==> src/sv/whsm_pkg.sv <==
`default_nettype none

package whsm_pkg;

    // Defaults for the top-level parameters
    localparam int MAX_PATTERN_DEFAULT = 64;
    localparam int MAX_TEXT_DEFAULT    = 65536;

    // Depth of the request queue between front and back
    localparam int QUEUE_DEPTH = 2;

    // Character value is code minus ('a' - 1)
    localparam logic [8:0] CHAR_BIAS = 9'd96;

    // Hash polynomial base and the weight of the newest character
    localparam logic [31:0] HASH_BASE = 32'd10;
    localparam logic [31:0] HASH_ONE  = 32'd1;

    // Operation codes on the input channel
    localparam logic OP_PATTERN = 1'b0;
    localparam logic OP_TEXT    = 1'b1;

    // Request classes handed from front to back
    typedef enum logic [1:0] {
        KIND_PATTERN_START,
        KIND_PATTERN,
        KIND_TEXT_START,
        KIND_TEXT
    } kind_t;

    typedef struct packed {
        kind_t      kind;
        logic [7:0] character;
    } cmd_t;

    // Character value as a 32-bit word, wrapping below 'a'
    function automatic logic [31:0] char_value(input logic [7:0] ch);
        logic [8:0] v;
        begin
            v = {1'b0, ch} - CHAR_BIAS;
            char_value = {{23{v[8]}}, v};
        end
    endfunction

    // Signed 9-bit character value, for the narrow multiplier
    function automatic logic signed [8:0] char_value9(input logic [7:0] ch);
        begin
            char_value9 = $signed({1'b0, ch} - CHAR_BIAS);
        end
    endfunction

    // Multiply by the hash base with two shifts and an add
    function automatic logic [31:0] mul_base(input logic [31:0] x);
        begin
            mul_base = (x << 3) + (x << 1);
        end
    endfunction

endpackage

`default_nettype wire

==> src/sv/whsm_ram.sv <==
`default_nettype none

module whsm_ram #(
    parameter int WIDTH = 8,
    parameter int DEPTH = 64
) (
    input  wire logic                                  clk,
    input  wire logic                                  we,
    input  wire logic [((DEPTH > 1) ? $clog2(DEPTH) : 1)-1:0] waddr,
    input  wire logic [WIDTH-1:0]                      wdata,
    input  wire logic [((DEPTH > 1) ? $clog2(DEPTH) : 1)-1:0] raddr,
    output logic      [WIDTH-1:0]                      rdata
);

    logic [WIDTH-1:0] mem [DEPTH];
    logic [WIDTH-1:0] rdata_reg;

    // Write port, registered read port (old data on collision)
    always_ff @(posedge clk)
    begin
        if (we)
        begin
            mem[waddr] <= wdata;
        end
        rdata_reg <= mem[raddr];
    end

    assign rdata = rdata_reg;

endmodule

`default_nettype wire

==> src/sv/whsm_front.sv <==
`default_nettype none

module whsm_front (
    input  wire logic           clk,
    input  wire logic           rst_n,
    input  wire logic           item_valid,
    output logic                item_stall,
    input  wire logic           operation,
    input  wire logic           first,
    input  wire logic [7:0]     character,
    output whsm_pkg::cmd_t      cmd,
    output logic                cmd_valid,
    input  wire logic           cmd_pop
);

    localparam int PTR_W = (whsm_pkg::QUEUE_DEPTH > 1) ? $clog2(whsm_pkg::QUEUE_DEPTH) : 1;
    localparam int CNT_W = $clog2(whsm_pkg::QUEUE_DEPTH + 1);

    whsm_pkg::cmd_t   q_reg [whsm_pkg::QUEUE_DEPTH];
    logic [PTR_W-1:0] wr_ptr_reg, wr_ptr_next;
    logic [PTR_W-1:0] rd_ptr_reg, rd_ptr_next;
    logic [CNT_W-1:0] count_reg, count_next;
    logic             push;
    logic             pop;
    whsm_pkg::cmd_t   cmd_new;

    // Classify the incoming request
    always_comb
    begin
        cmd_new.character = character;
        if (operation == whsm_pkg::OP_TEXT)
        begin
            cmd_new.kind = first ? whsm_pkg::KIND_TEXT_START : whsm_pkg::KIND_TEXT;
        end
        else
        begin
            cmd_new.kind = first ? whsm_pkg::KIND_PATTERN_START : whsm_pkg::KIND_PATTERN;
        end
    end

    // Stall only on a full queue
    assign item_stall = (count_reg == CNT_W'(whsm_pkg::QUEUE_DEPTH));
    assign push       = item_valid && !item_stall;
    assign pop        = cmd_pop && cmd_valid;
    assign cmd_valid  = (count_reg != '0);
    assign cmd        = q_reg[rd_ptr_reg];

    // Advance queue pointers and count
    always_comb
    begin
        wr_ptr_next = wr_ptr_reg;
        rd_ptr_next = rd_ptr_reg;
        count_next  = count_reg;
        if (push)
        begin
            wr_ptr_next = (wr_ptr_reg == PTR_W'(whsm_pkg::QUEUE_DEPTH - 1)) ? '0
                                                                           : wr_ptr_reg + 1'b1;
        end
        if (pop)
        begin
            rd_ptr_next = (rd_ptr_reg == PTR_W'(whsm_pkg::QUEUE_DEPTH - 1)) ? '0
                                                                           : rd_ptr_reg + 1'b1;
        end
        if (push && !pop)
        begin
            count_next = count_reg + 1'b1;
        end
        else if (pop && !push)
        begin
            count_next = count_reg - 1'b1;
        end
    end

    always_ff @(posedge clk or negedge rst_n)
    begin
        if (!rst_n)
        begin
            wr_ptr_reg <= '0;
            rd_ptr_reg <= '0;
            count_reg  <= '0;
        end
        else
        begin
            wr_ptr_reg <= wr_ptr_next;
            rd_ptr_reg <= rd_ptr_next;
            count_reg  <= count_next;
        end
    end

    // Hold queue entries, write on push
    always_ff @(posedge clk)
    begin
        if (push)
        begin
            q_reg[wr_ptr_reg] <= cmd_new;
        end
    end

endmodule

`default_nettype wire

==> src/sv/whsm_back.sv <==
`default_nettype none

module whsm_back #(
    parameter int MAX_PATTERN = whsm_pkg::MAX_PATTERN_DEFAULT,
    parameter int MAX_TEXT    = whsm_pkg::MAX_TEXT_DEFAULT
) (
    input  wire logic           clk,
    input  wire logic           rst_n,
    input  wire whsm_pkg::cmd_t cmd,
    input  wire logic           cmd_valid,
    output logic                cmd_pop,
    output logic                result_valid,
    input  wire logic           result_stall,
    output logic                match,
    output logic [15:0]         match_start,
    output logic [15:0]         match_end,
    output logic                pattern_error
);

    localparam int LEN_W = $clog2(MAX_PATTERN + 1);
    localparam int PTR_W = (MAX_PATTERN > 1) ? $clog2(MAX_PATTERN) : 1;
    localparam logic [15:0] TEXT_LIMIT = 16'(MAX_TEXT - 1);

    // Matcher state
    logic [31:0]      pattern_hash_reg, pattern_hash_next;
    logic [LEN_W-1:0] pattern_length_reg, pattern_length_next;
    logic             pattern_over_reg, pattern_over_next;
    logic [31:0]      top_power_reg, top_power_next;
    logic [31:0]      window_hash_reg, window_hash_next;
    logic [LEN_W-1:0] window_fill_reg, window_fill_next;
    logic [15:0]      text_index_reg, text_index_next;
    logic [PTR_W-1:0] ring_pos_reg, ring_pos_next;

    // Read bypass for a window of one character
    logic             bypass_reg, bypass_next;
    logic [7:0]       bypass_data_reg;

    // Result register
    logic             result_valid_reg, result_valid_next;
    logic             match_reg, match_next;
    logic [15:0]      match_start_reg, match_start_next;
    logic [15:0]      match_end_reg, match_end_next;
    logic             pattern_error_reg, pattern_error_next;

    logic             exec;
    logic             is_start;
    logic [31:0]      val;
    logic [7:0]       old_char;
    logic [7:0]       ram_rdata;
    logic signed [40:0] old_prod;
    logic [31:0]      ph_b;
    logic [LEN_W-1:0] len_b;
    logic [31:0]      top_b;
    logic [31:0]      wh_b;
    logic [LEN_W-1:0] fill_b;
    logic             ram_we;
    logic [PTR_W-1:0] rd_addr;
    logic [LEN_W:0]   rd_sum;

    // Execute a request when the result register can take it
    assign exec     = cmd_valid && (!result_valid_reg || !result_stall);
    assign cmd_pop  = exec;
    assign is_start = (cmd.kind == whsm_pkg::KIND_PATTERN_START) ||
                      (cmd.kind == whsm_pkg::KIND_TEXT_START);
    assign val      = whsm_pkg::char_value(cmd.character);

    // Character leaving the window, weighted by the top power
    assign old_char = bypass_reg ? bypass_data_reg : ram_rdata;
    assign old_prod = whsm_pkg::char_value9(old_char) * $signed({1'b0, top_power_reg});

    always_comb
    begin
        pattern_hash_next   = pattern_hash_reg;
        pattern_length_next = pattern_length_reg;
        pattern_over_next   = pattern_over_reg;
        top_power_next      = top_power_reg;
        window_hash_next    = window_hash_reg;
        window_fill_next    = window_fill_reg;
        text_index_next     = text_index_reg;
        ring_pos_next       = ring_pos_reg;
        ram_we              = 1'b0;
        match_next          = match_reg;
        match_start_next    = match_start_reg;
        match_end_next      = match_end_reg;
        ph_b                = is_start ? '0 : pattern_hash_reg;
        len_b               = is_start ? '0 : pattern_length_reg;
        top_b               = is_start ? whsm_pkg::HASH_ONE : top_power_reg;
        wh_b                = is_start ? '0 : window_hash_reg;
        fill_b              = is_start ? '0 : window_fill_reg;

        if (exec)
        begin
            match_next       = 1'b0;
            match_start_next = '0;
            match_end_next   = '0;
            case (cmd.kind)
                whsm_pkg::KIND_PATTERN_START, whsm_pkg::KIND_PATTERN:
                begin
                    // Extend the pattern hash, drop characters past the limit
                    pattern_hash_next   = ph_b;
                    pattern_length_next = len_b;
                    pattern_over_next   = is_start ? 1'b0 : pattern_over_reg;
                    top_power_next      = top_b;
                    if (len_b == LEN_W'(MAX_PATTERN))
                    begin
                        pattern_over_next = 1'b1;
                    end
                    else
                    begin
                        if (len_b != '0)
                        begin
                            top_power_next = whsm_pkg::mul_base(top_b);
                        end
                        pattern_hash_next   = whsm_pkg::mul_base(ph_b) + val;
                        pattern_length_next = len_b + 1'b1;
                    end
                    // Empty the window
                    window_hash_next = '0;
                    window_fill_next = '0;
                end
                whsm_pkg::KIND_TEXT_START, whsm_pkg::KIND_TEXT:
                begin
                    // Restart or advance the saturating text index
                    if (is_start)
                    begin
                        text_index_next = '0;
                    end
                    else if (text_index_reg < TEXT_LIMIT)
                    begin
                        text_index_next = text_index_reg + 16'd1;
                    end
                    window_hash_next = wh_b;
                    window_fill_next = fill_b;
                    if (pattern_length_reg != '0)
                    begin
                        // Roll the window: remove the oldest once full, append the newest
                        if (fill_b >= pattern_length_reg)
                        begin
                            wh_b = wh_b - old_prod[31:0];
                        end
                        else
                        begin
                            fill_b = fill_b + 1'b1;
                        end
                        window_hash_next = whsm_pkg::mul_base(wh_b) + val;
                        window_fill_next = fill_b;
                        ram_we           = 1'b1;
                        ring_pos_next    = (ring_pos_reg == PTR_W'(MAX_PATTERN - 1)) ? '0
                                                                 : ring_pos_reg + 1'b1;
                        if (!pattern_over_reg && (fill_b == pattern_length_reg) &&
                            (window_hash_next == pattern_hash_reg))
                        begin
                            match_next       = 1'b1;
                            match_end_next   = text_index_next;
                            match_start_next = text_index_next - 16'(pattern_length_reg)
                                               + 16'd1;
                        end
                    end
                end
                default:
                begin
                    window_hash_next = window_hash_reg;
                end
            endcase
        end
    end

    // Error flag follows the pattern state after this request
    assign pattern_error_next = exec ? ((pattern_length_next == '0) || pattern_over_next)
                                     : pattern_error_reg;

    // Load the result register, drop it once taken
    always_comb
    begin
        if (exec)
        begin
            result_valid_next = 1'b1;
        end
        else if (!result_stall)
        begin
            result_valid_next = 1'b0;
        end
        else
        begin
            result_valid_next = result_valid_reg;
        end
    end

    // Address of the character that leaves with the next text request
    always_comb
    begin
        rd_sum = (LEN_W + 1)'(ring_pos_next) + (LEN_W + 1)'(MAX_PATTERN)
                 - (LEN_W + 1)'(pattern_length_next);
        if (rd_sum >= (LEN_W + 1)'(MAX_PATTERN))
        begin
            rd_addr = PTR_W'(rd_sum - (LEN_W + 1)'(MAX_PATTERN));
        end
        else
        begin
            rd_addr = PTR_W'(rd_sum);
        end
    end

    assign bypass_next = ram_we && (rd_addr == ring_pos_reg);

    whsm_ram #(
        .WIDTH (8),
        .DEPTH (MAX_PATTERN)
    ) u_ring (
        .clk   (clk),
        .we    (ram_we),
        .waddr (ring_pos_reg),
        .wdata (cmd.character),
        .raddr (rd_addr),
        .rdata (ram_rdata)
    );

    always_ff @(posedge clk or negedge rst_n)
    begin
        if (!rst_n)
        begin
            pattern_hash_reg   <= '0;
            pattern_length_reg <= '0;
            pattern_over_reg   <= 1'b0;
            top_power_reg      <= whsm_pkg::HASH_ONE;
            window_hash_reg    <= '0;
            window_fill_reg    <= '0;
            text_index_reg     <= '0;
            ring_pos_reg       <= '0;
            bypass_reg         <= 1'b0;
            result_valid_reg   <= 1'b0;
        end
        else
        begin
            pattern_hash_reg   <= pattern_hash_next;
            pattern_length_reg <= pattern_length_next;
            pattern_over_reg   <= pattern_over_next;
            top_power_reg      <= top_power_next;
            window_hash_reg    <= window_hash_next;
            window_fill_reg    <= window_fill_next;
            text_index_reg     <= text_index_next;
            ring_pos_reg       <= ring_pos_next;
            bypass_reg         <= bypass_next;
            result_valid_reg   <= result_valid_next;
        end
    end

    // Hold payload of the result and the bypass byte
    always_ff @(posedge clk)
    begin
        bypass_data_reg   <= cmd.character;
        match_reg         <= match_next;
        match_start_reg   <= match_start_next;
        match_end_reg     <= match_end_next;
        pattern_error_reg <= pattern_error_next;
    end

    assign result_valid  = result_valid_reg;
    assign match         = match_reg;
    assign match_start   = match_start_reg;
    assign match_end     = match_end_reg;
    assign pattern_error = pattern_error_reg;

endmodule

`default_nettype wire

==> src/sv/window_hash_string_matcher_unit.sv <==
// A request is held in the front-end queue, then in the back-end result register until taken.
// Throughput: one request per cycle unless the result side stalls, set by the rolling hash
// update (one 9x32 multiply, a shift-add and a 32-bit compare) in the back end.
// Reset (asynchronous, active low) clears hashes, lengths, text index, queue and result valid flag;
// the character ring is not cleared, an entry is only read after it was written.
`default_nettype none

module window_hash_string_matcher_unit #(
    parameter int MAX_PATTERN = whsm_pkg::MAX_PATTERN_DEFAULT,
    parameter int MAX_TEXT    = whsm_pkg::MAX_TEXT_DEFAULT
) (
    input  wire logic        clk,
    input  wire logic        rst_n,
    input  wire logic        item_valid,
    output logic             item_stall,
    input  wire logic        operation,
    input  wire logic        first,
    input  wire logic [7:0]  character,
    output logic             result_valid,
    input  wire logic        result_stall,
    output logic             match,
    output logic [15:0]      match_start,
    output logic [15:0]      match_end,
    output logic             pattern_error
);

    whsm_pkg::cmd_t cmd;
    logic           cmd_valid;
    logic           cmd_pop;

    // Accept and classify requests into the queue
    whsm_front u_front (
        .clk        (clk),
        .rst_n      (rst_n),
        .item_valid (item_valid),
        .item_stall (item_stall),
        .operation  (operation),
        .first      (first),
        .character  (character),
        .cmd        (cmd),
        .cmd_valid  (cmd_valid),
        .cmd_pop    (cmd_pop)
    );

    // Update hashes and report matches
    whsm_back #(
        .MAX_PATTERN (MAX_PATTERN),
        .MAX_TEXT    (MAX_TEXT)
    ) u_back (
        .clk           (clk),
        .rst_n         (rst_n),
        .cmd           (cmd),
        .cmd_valid     (cmd_valid),
        .cmd_pop       (cmd_pop),
        .result_valid  (result_valid),
        .result_stall  (result_stall),
        .match         (match),
        .match_start   (match_start),
        .match_end     (match_end),
        .pattern_error (pattern_error)
    );

endmodule

`default_nettype wire

==> config.mk <==
export PLATFORM = sky130hd
export DESIGN_NAME = window_hash_string_matcher_unit
export DESIGN_NICKNAME = d
export VERILOG_FILES = /design/src/sv/whsm_pkg.sv /design/src/sv/whsm_ram.sv /design/src/sv/whsm_front.sv /design/src/sv/whsm_back.sv /design/src/sv/window_hash_string_matcher_unit.sv
export SDC_FILE = /design/constraint.sdc
export NUM_CORES = 2
export LEC_CHECK = 0
export ABC_AREA = 1
export BUFFER_PORTS_ARGS = -buffer_cell sky130_fd_sc_hd__buf_4
export CAP_MARGIN = 20
export CORE_ASPECT_RATIO = 0.6
export CORE_MARGIN = 2
export CORE_UTILIZATION = 45
export CTS_BUF_LIST = sky130_fd_sc_hd__clkbuf_8
export CTS_CLUSTER_DIAMETER = 50
export DETAILED_ROUTE_END_ITERATION = 7
export PLACE_DENSITY = 0.57
export RECOVER_POWER = 100
export SKIP_LAST_GASP = 1
export SLEW_MARGIN = 20
export SYNTH_ARGS = -nofsm -noshare
export SYNTH_HDL_FRONTEND = slang
export SYNTH_SLANG_ARGS = --single-unit
==> constraint.sdc <==
create_clock -name clk -period 16.4 [get_ports clk]
set_clock_uncertainty 0.1 [all_clocks]
set_input_delay 0 -clock clk [delete_from_list [all_inputs] [get_ports clk]]
set_output_delay 0 -clock clk [all_outputs]
set_load 0.02 [all_outputs]
==> report_table.html <==
<table>
<tr><th>Metric</th><th>Value</th></tr>
<tr><th colspan="2">Floorplanning</th></tr>
<tr><td>Die Width</td><td>413 µm</td></tr>
<tr><td>Core region area</td><td>100000 µm²</td></tr>
<tr><td>DIE AREA</td><td>103000 µm²</td></tr>
<tr><td>Starting Density</td><td>0.452</td></tr>
<tr><td>IO Pins</td><td>50</td></tr>
<tr><td>Height of the die</td><td>250 µm</td></tr>
<tr><td>Cell Rows</td><td>90</td></tr>
<tr><th colspan="2">Synthesis</th></tr>
<tr><td>Average cell area after synthesis</td><td>9.53 µm²</td></tr>
<tr><td>Top_reg_cell synth</td><td>sky130_fd_sc_hd__edfxtp_1</td></tr>
<tr><td>Cell Area, Synth</td><td>45300 µm²</td></tr>
<tr><td>Number of distinct library cells after synthesis</td><td>59</td></tr>
<tr><td>Post-synth EDFFs</td><td>566</td></tr>
<tr><td>Number of warning messages in the yosys log</td><td>0</td></tr>
<tr><td>Mapped Nets</td><td>5222</td></tr>
<tr><td>Sequential-to-total area share from yosys stat</td><td>0.458</td></tr>
<tr><td>Synthesized flop and latch total</td><td>719</td></tr>
<tr><td>Fraction of registers with async set or reset after synthesis</td><td>0.191</td></tr>
<tr><td>Cell count after synthesis</td><td>4747</td></tr>
<tr><th colspan="2">Layout</th></tr>
<tr><td>Leading cell types in the layout, fill and taps excluded</td><td>sky130_fd_sc_hd__nor2_1, sky130_fd_sc_hd__nand2_1, sky130_fd_sc_hd__inv_1</td></tr>
<tr><td>Total Nets Final</td><td>5259</td></tr>
<tr><td>Final cell area excluding filler cells</td><td>49100 µm²</td></tr>
<tr><td>Most common cell after layout, fill and taps aside</td><td>sky130_fd_sc_hd__nor2_1</td></tr>
<tr><td>Flip-flop count of the largest register after layout</td><td>512</td></tr>
<tr><td>Share of cells above drive strength 1</td><td>0.0512</td></tr>
<tr><td>Synth-to-layout area growth</td><td>8.42%</td></tr>
<tr><td>Final-layout fill cell count</td><td>9418</td></tr>
<tr><td>Utilization of the core after routing</td><td>0.490</td></tr>
<tr><th colspan="2">Route</th></tr>
<tr><td>Wire length after detailed routing</td><td>133 mm</td></tr>
<tr><td>Detailed-route via count</td><td>34000</td></tr>
<tr><td># DRC</td><td>0</td></tr>
<tr><td>DRT iter0 DRCs</td><td>4064</td></tr>
<tr><td>Vias per Instance</td><td>5.47</td></tr>
<tr><td>Initial DRT Pass Iterations</td><td>6</td></tr>
<tr><td>Number of nets still failing antenna checks after routing</td><td>0</td></tr>
<tr><td>Average wire length per cell after detail routing</td><td>21.4 µm</td></tr>
<tr><th colspan="2">Global route</th></tr>
<tr><td>Initial antenna violation count</td><td>3</td></tr>
<tr><td>Largest net degree at the start of global routing</td><td>168</td></tr>
<tr><td>Via count of the first global-routing pass</td><td>31800</td></tr>
<tr><td>Aggregate global-route resource usage</td><td>0.259</td></tr>
<tr><td>Wire length of the first global-routing pass</td><td>202 mm</td></tr>
<tr><td>Final global-route overflow total</td><td>0</td></tr>
<tr><th colspan="2">Setup path</th></tr>
<tr><td>Worst stage delay on the critical path</td><td>1860 ps</td></tr>
<tr><td>Worst Path Required</td><td>16960 ps</td></tr>
<tr><td>Slowest stage cell, crit path</td><td>sky130_fd_sc_hd__clkbuf_1</td></tr>
<tr><td>Crit path launch type</td><td>register</td></tr>
<tr><td>Worst Path Max Fanout</td><td>74</td></tr>
<tr><td>Critical Path End Type</td><td>register</td></tr>
<tr><td>Arrival time worst endpoint</td><td>13730 ps</td></tr>
<tr><td>Worst Setup Path Type</td><td>reg2reg</td></tr>
<tr><td>Critical Path, Cell by Cell</td><td>inv_1 &gt; nand2_1 &gt; nand2_1 &gt; clkbuf_1 &gt; inv_1 &gt; clkbuf_1 &gt; nand2_1 &gt; nand3_1 &gt; nor3_1 &gt; clkbuf_1 &gt; nor2_4 &gt; buf_4 &gt; nand2_1 &gt; o21ai_0 &gt; ha_1 &gt; buf_4 &gt; buf_4 &gt; buf_4 &gt; o21ai_0 &gt; o221ai_1 &gt; a21oi_1 &gt; or3_1 &gt; a31oi_1</td></tr>
<tr><th colspan="2">Clock tree</th></tr>
<tr><td>Number of sinks on the clock net</td><td>719</td></tr>
<tr><td>Insertion delay to the later sink of the worst-skew pair</td><td>780 ps</td></tr>
<tr><td>Clk root buf</td><td>sky130_fd_sc_hd__clkbuf_8</td></tr>
<tr><td>Clock tree from TritonCTS</td><td>yes</td></tr>
<tr><td>Number of buffers inserted to repair setup after CTS</td><td>0</td></tr>
<tr><td>Clock H-tree levels</td><td>3</td></tr>
<tr><td>Bufs on Longest Clock Path</td><td>3</td></tr>
<tr><td>Clock transition at the registers of the reported paths</td><td>60 ps</td></tr>
<tr><td>Number of buffers created by CTS</td><td>111</td></tr>
<tr><th colspan="2">STA</th></tr>
<tr><td>Slew @ Worst Pin</td><td>4050 ps</td></tr>
<tr><td>Remaining max-slew budget at the tightest pin</td><td>-1.70</td></tr>
<tr><td>Number of hold-slack violations in the final timing report</td><td>0</td></tr>
<tr><td>Shortest clock period the worst path allows after layout</td><td>13170 ps</td></tr>
<tr><td>Post-Route Setup TNS</td><td>0 ps</td></tr>
<tr><td>Fmax</td><td>76.0 MHz</td></tr>
<tr><td>Unrepaired setup endpoints after global routing</td><td>false</td></tr>
<tr><td>Slew Viols, Final</td><td>947</td></tr>
<tr><td>Setup-failing EPs final</td><td>0</td></tr>
<tr><td>Final cycle utilization of the critical path</td><td>0.803</td></tr>
<tr><th colspan="2">Placed design</th></tr>
<tr><td>Placed instance area</td><td>47000 µm²</td></tr>
<tr><td>Number of input and output port buffers inserted</td><td>49</td></tr>
<tr><td>GP Congestion</td><td>0.893</td></tr>
<tr><td>Placed wire-length estimate after detailed placement</td><td>92.4 mm</td></tr>
<tr><th colspan="2">Flow run</th></tr>
<tr><td>Total of max-cap violations</td><td>19</td></tr>
<tr><th colspan="2">Outcome</th></tr>
<tr><td>Result of the run</td><td>finished, violations left</td></tr>
<tr><td>Violated checks</td><td>max-capacitance violations, max-slew violations</td></tr>
<tr><th colspan="2">Min path</th></tr>
<tr><td>Worst hold path type</td><td>in2reg</td></tr>
</table>
[through the flow]
stage	instances	hold WS, ps	worst slack (ps)
after global routing	6217	173	2640
after CTS	6215	28.1	5580
after floorplan	4747	-396	7580
after detailed placement	5978	-180	5600
final	6217	129	3230
after global placement	5978	-183	5860
[cells by family (layout without fill, tap and decap cells)]
group / count (synthesis) / in the layout / share of synthesized area
flip-flops: 719 / 719 / 0.458
XOR/XNOR: 105 / 105 / 0.0211
multiplexers: 66 / 66 / 0.0147
other: 0 / 1 / 0
adder cells (fa/ha/maj): 461 / 461 / 0.170
AO/OA/AOI/OAI: 875 / 875 / 0.114
AND/OR/NAND/NOR: 1721 / 1721 / 0.154
buffers and inverters: 800 / 935 / 0.0672
[final cells by class]
| cell class | instances | area, µm² | share of cell area |
|---|---|---|---|
| multi-input combinational | 3228 | 21500 | 0.438 |
| sequential | 719 | 20700 | 0.423 |
| inverter | 607 | 2280 | 0.0466 |
| tap | 1334 | 1670 | 0.0340 |
| clock buffer | 113 | 1560 | 0.0317 |
| timing repair buffer | 117 | 756 | 0.0154 |
| clock inverter | 98 | 563 | 0.0115 |
| antenna | 1 | 2.50 | 0.0000510 |
[worst paths after layout]
path | start | to | slack, ps | cells past startpoint
setup reg to reg | u_front.rd_ptr_reg | u_back.u_ring.rdata[3] | 3230 | 23
hold reg to reg | u_back.window_hash_reg[1] | u_back.window_hash_reg[1] | 390 | 2
setup / recovery | u_front.rd_ptr_reg | u_back.u_ring.rdata[3] | 3230 | 23
hold / removal | item_valid | u_front.wr_ptr_reg | 130 | 6
max in group asynchronous | rst_n | u_back.window_hash_reg[30] | 10010 | 5
min in group asynchronous | rst_n | u_back.top_power_reg[23] | 1020 | 4
[critical path, delay by kind of cell (launching register included)]
family | cells | cell delay, ps
AO/OA/AOI/OAI | 5 | 1170
adder cells (fa/ha/maj) | 1 | 1100
buffers and inverters | 9 | 6670
AND/OR/NAND/NOR | 8 | 3210
flip-flops | 1 | 500
[per-layer routing]
layer  global-route usage  up-vias  share of wire
met2                0.300     1516           0.35
met4               0.0445        2          0.014
met5                    0        -       0.000053
met3               0.0952      137           0.13
li1                     -    16100              -
met1                0.441    16300           0.51
[cell usage after synthesis, types with 8 or more instances]
master	n	area (µm²)
sky130_fd_sc_hd__clkbuf_1	150	563
sky130_fd_sc_hd__buf_1	35	131
sky130_fd_sc_hd__nand3b_1	8	60.1
sky130_fd_sc_hd__o21ai_0	383	1920
sky130_fd_sc_hd__o21bai_1	8	60.1
sky130_fd_sc_hd__nor2_2	29	181
sky130_fd_sc_hd__o211ai_1	18	135
sky130_fd_sc_hd__dfrtp_1	136	3400
sky130_fd_sc_hd__edfxtp_1	566	17000
sky130_fd_sc_hd__nand3_1	146	731
sky130_fd_sc_hd__o22ai_1	60	375
sky130_fd_sc_hd__mux2i_1	64	641
sky130_fd_sc_hd__nor3_1	21	105
sky130_fd_sc_hd__a31oi_1	23	144
sky130_fd_sc_hd__o221ai_1	58	508
sky130_fd_sc_hd__a21oi_1	212	1060
sky130_fd_sc_hd__xor2_1	63	552
sky130_fd_sc_hd__nand2_1	715	2680
sky130_fd_sc_hd__or2_2	31	194
sky130_fd_sc_hd__o32ai_1	68	596
sky130_fd_sc_hd__dfxtp_1	16	320
sky130_fd_sc_hd__xnor2_1	39	342
sky130_fd_sc_hd__ha_1	202	2530
sky130_fd_sc_hd__inv_1	598	2240
sky130_fd_sc_hd__nand4_1	32	200
sky130_fd_sc_hd__o21a_1	9	67.6
sky130_fd_sc_hd__fa_1	259	5180
sky130_fd_sc_hd__nor2_1	721	2710
[repair_timing]
action                                 in CTS  in global routing
hold buffers                               26                  0
endpoints found under the hold margin     130                  0
gates resized for setup                     0                  0
Power is left out: the tool's default activity adds up to more than one toggle a clock period on the data nets, which glitch-free logic cannot reach.
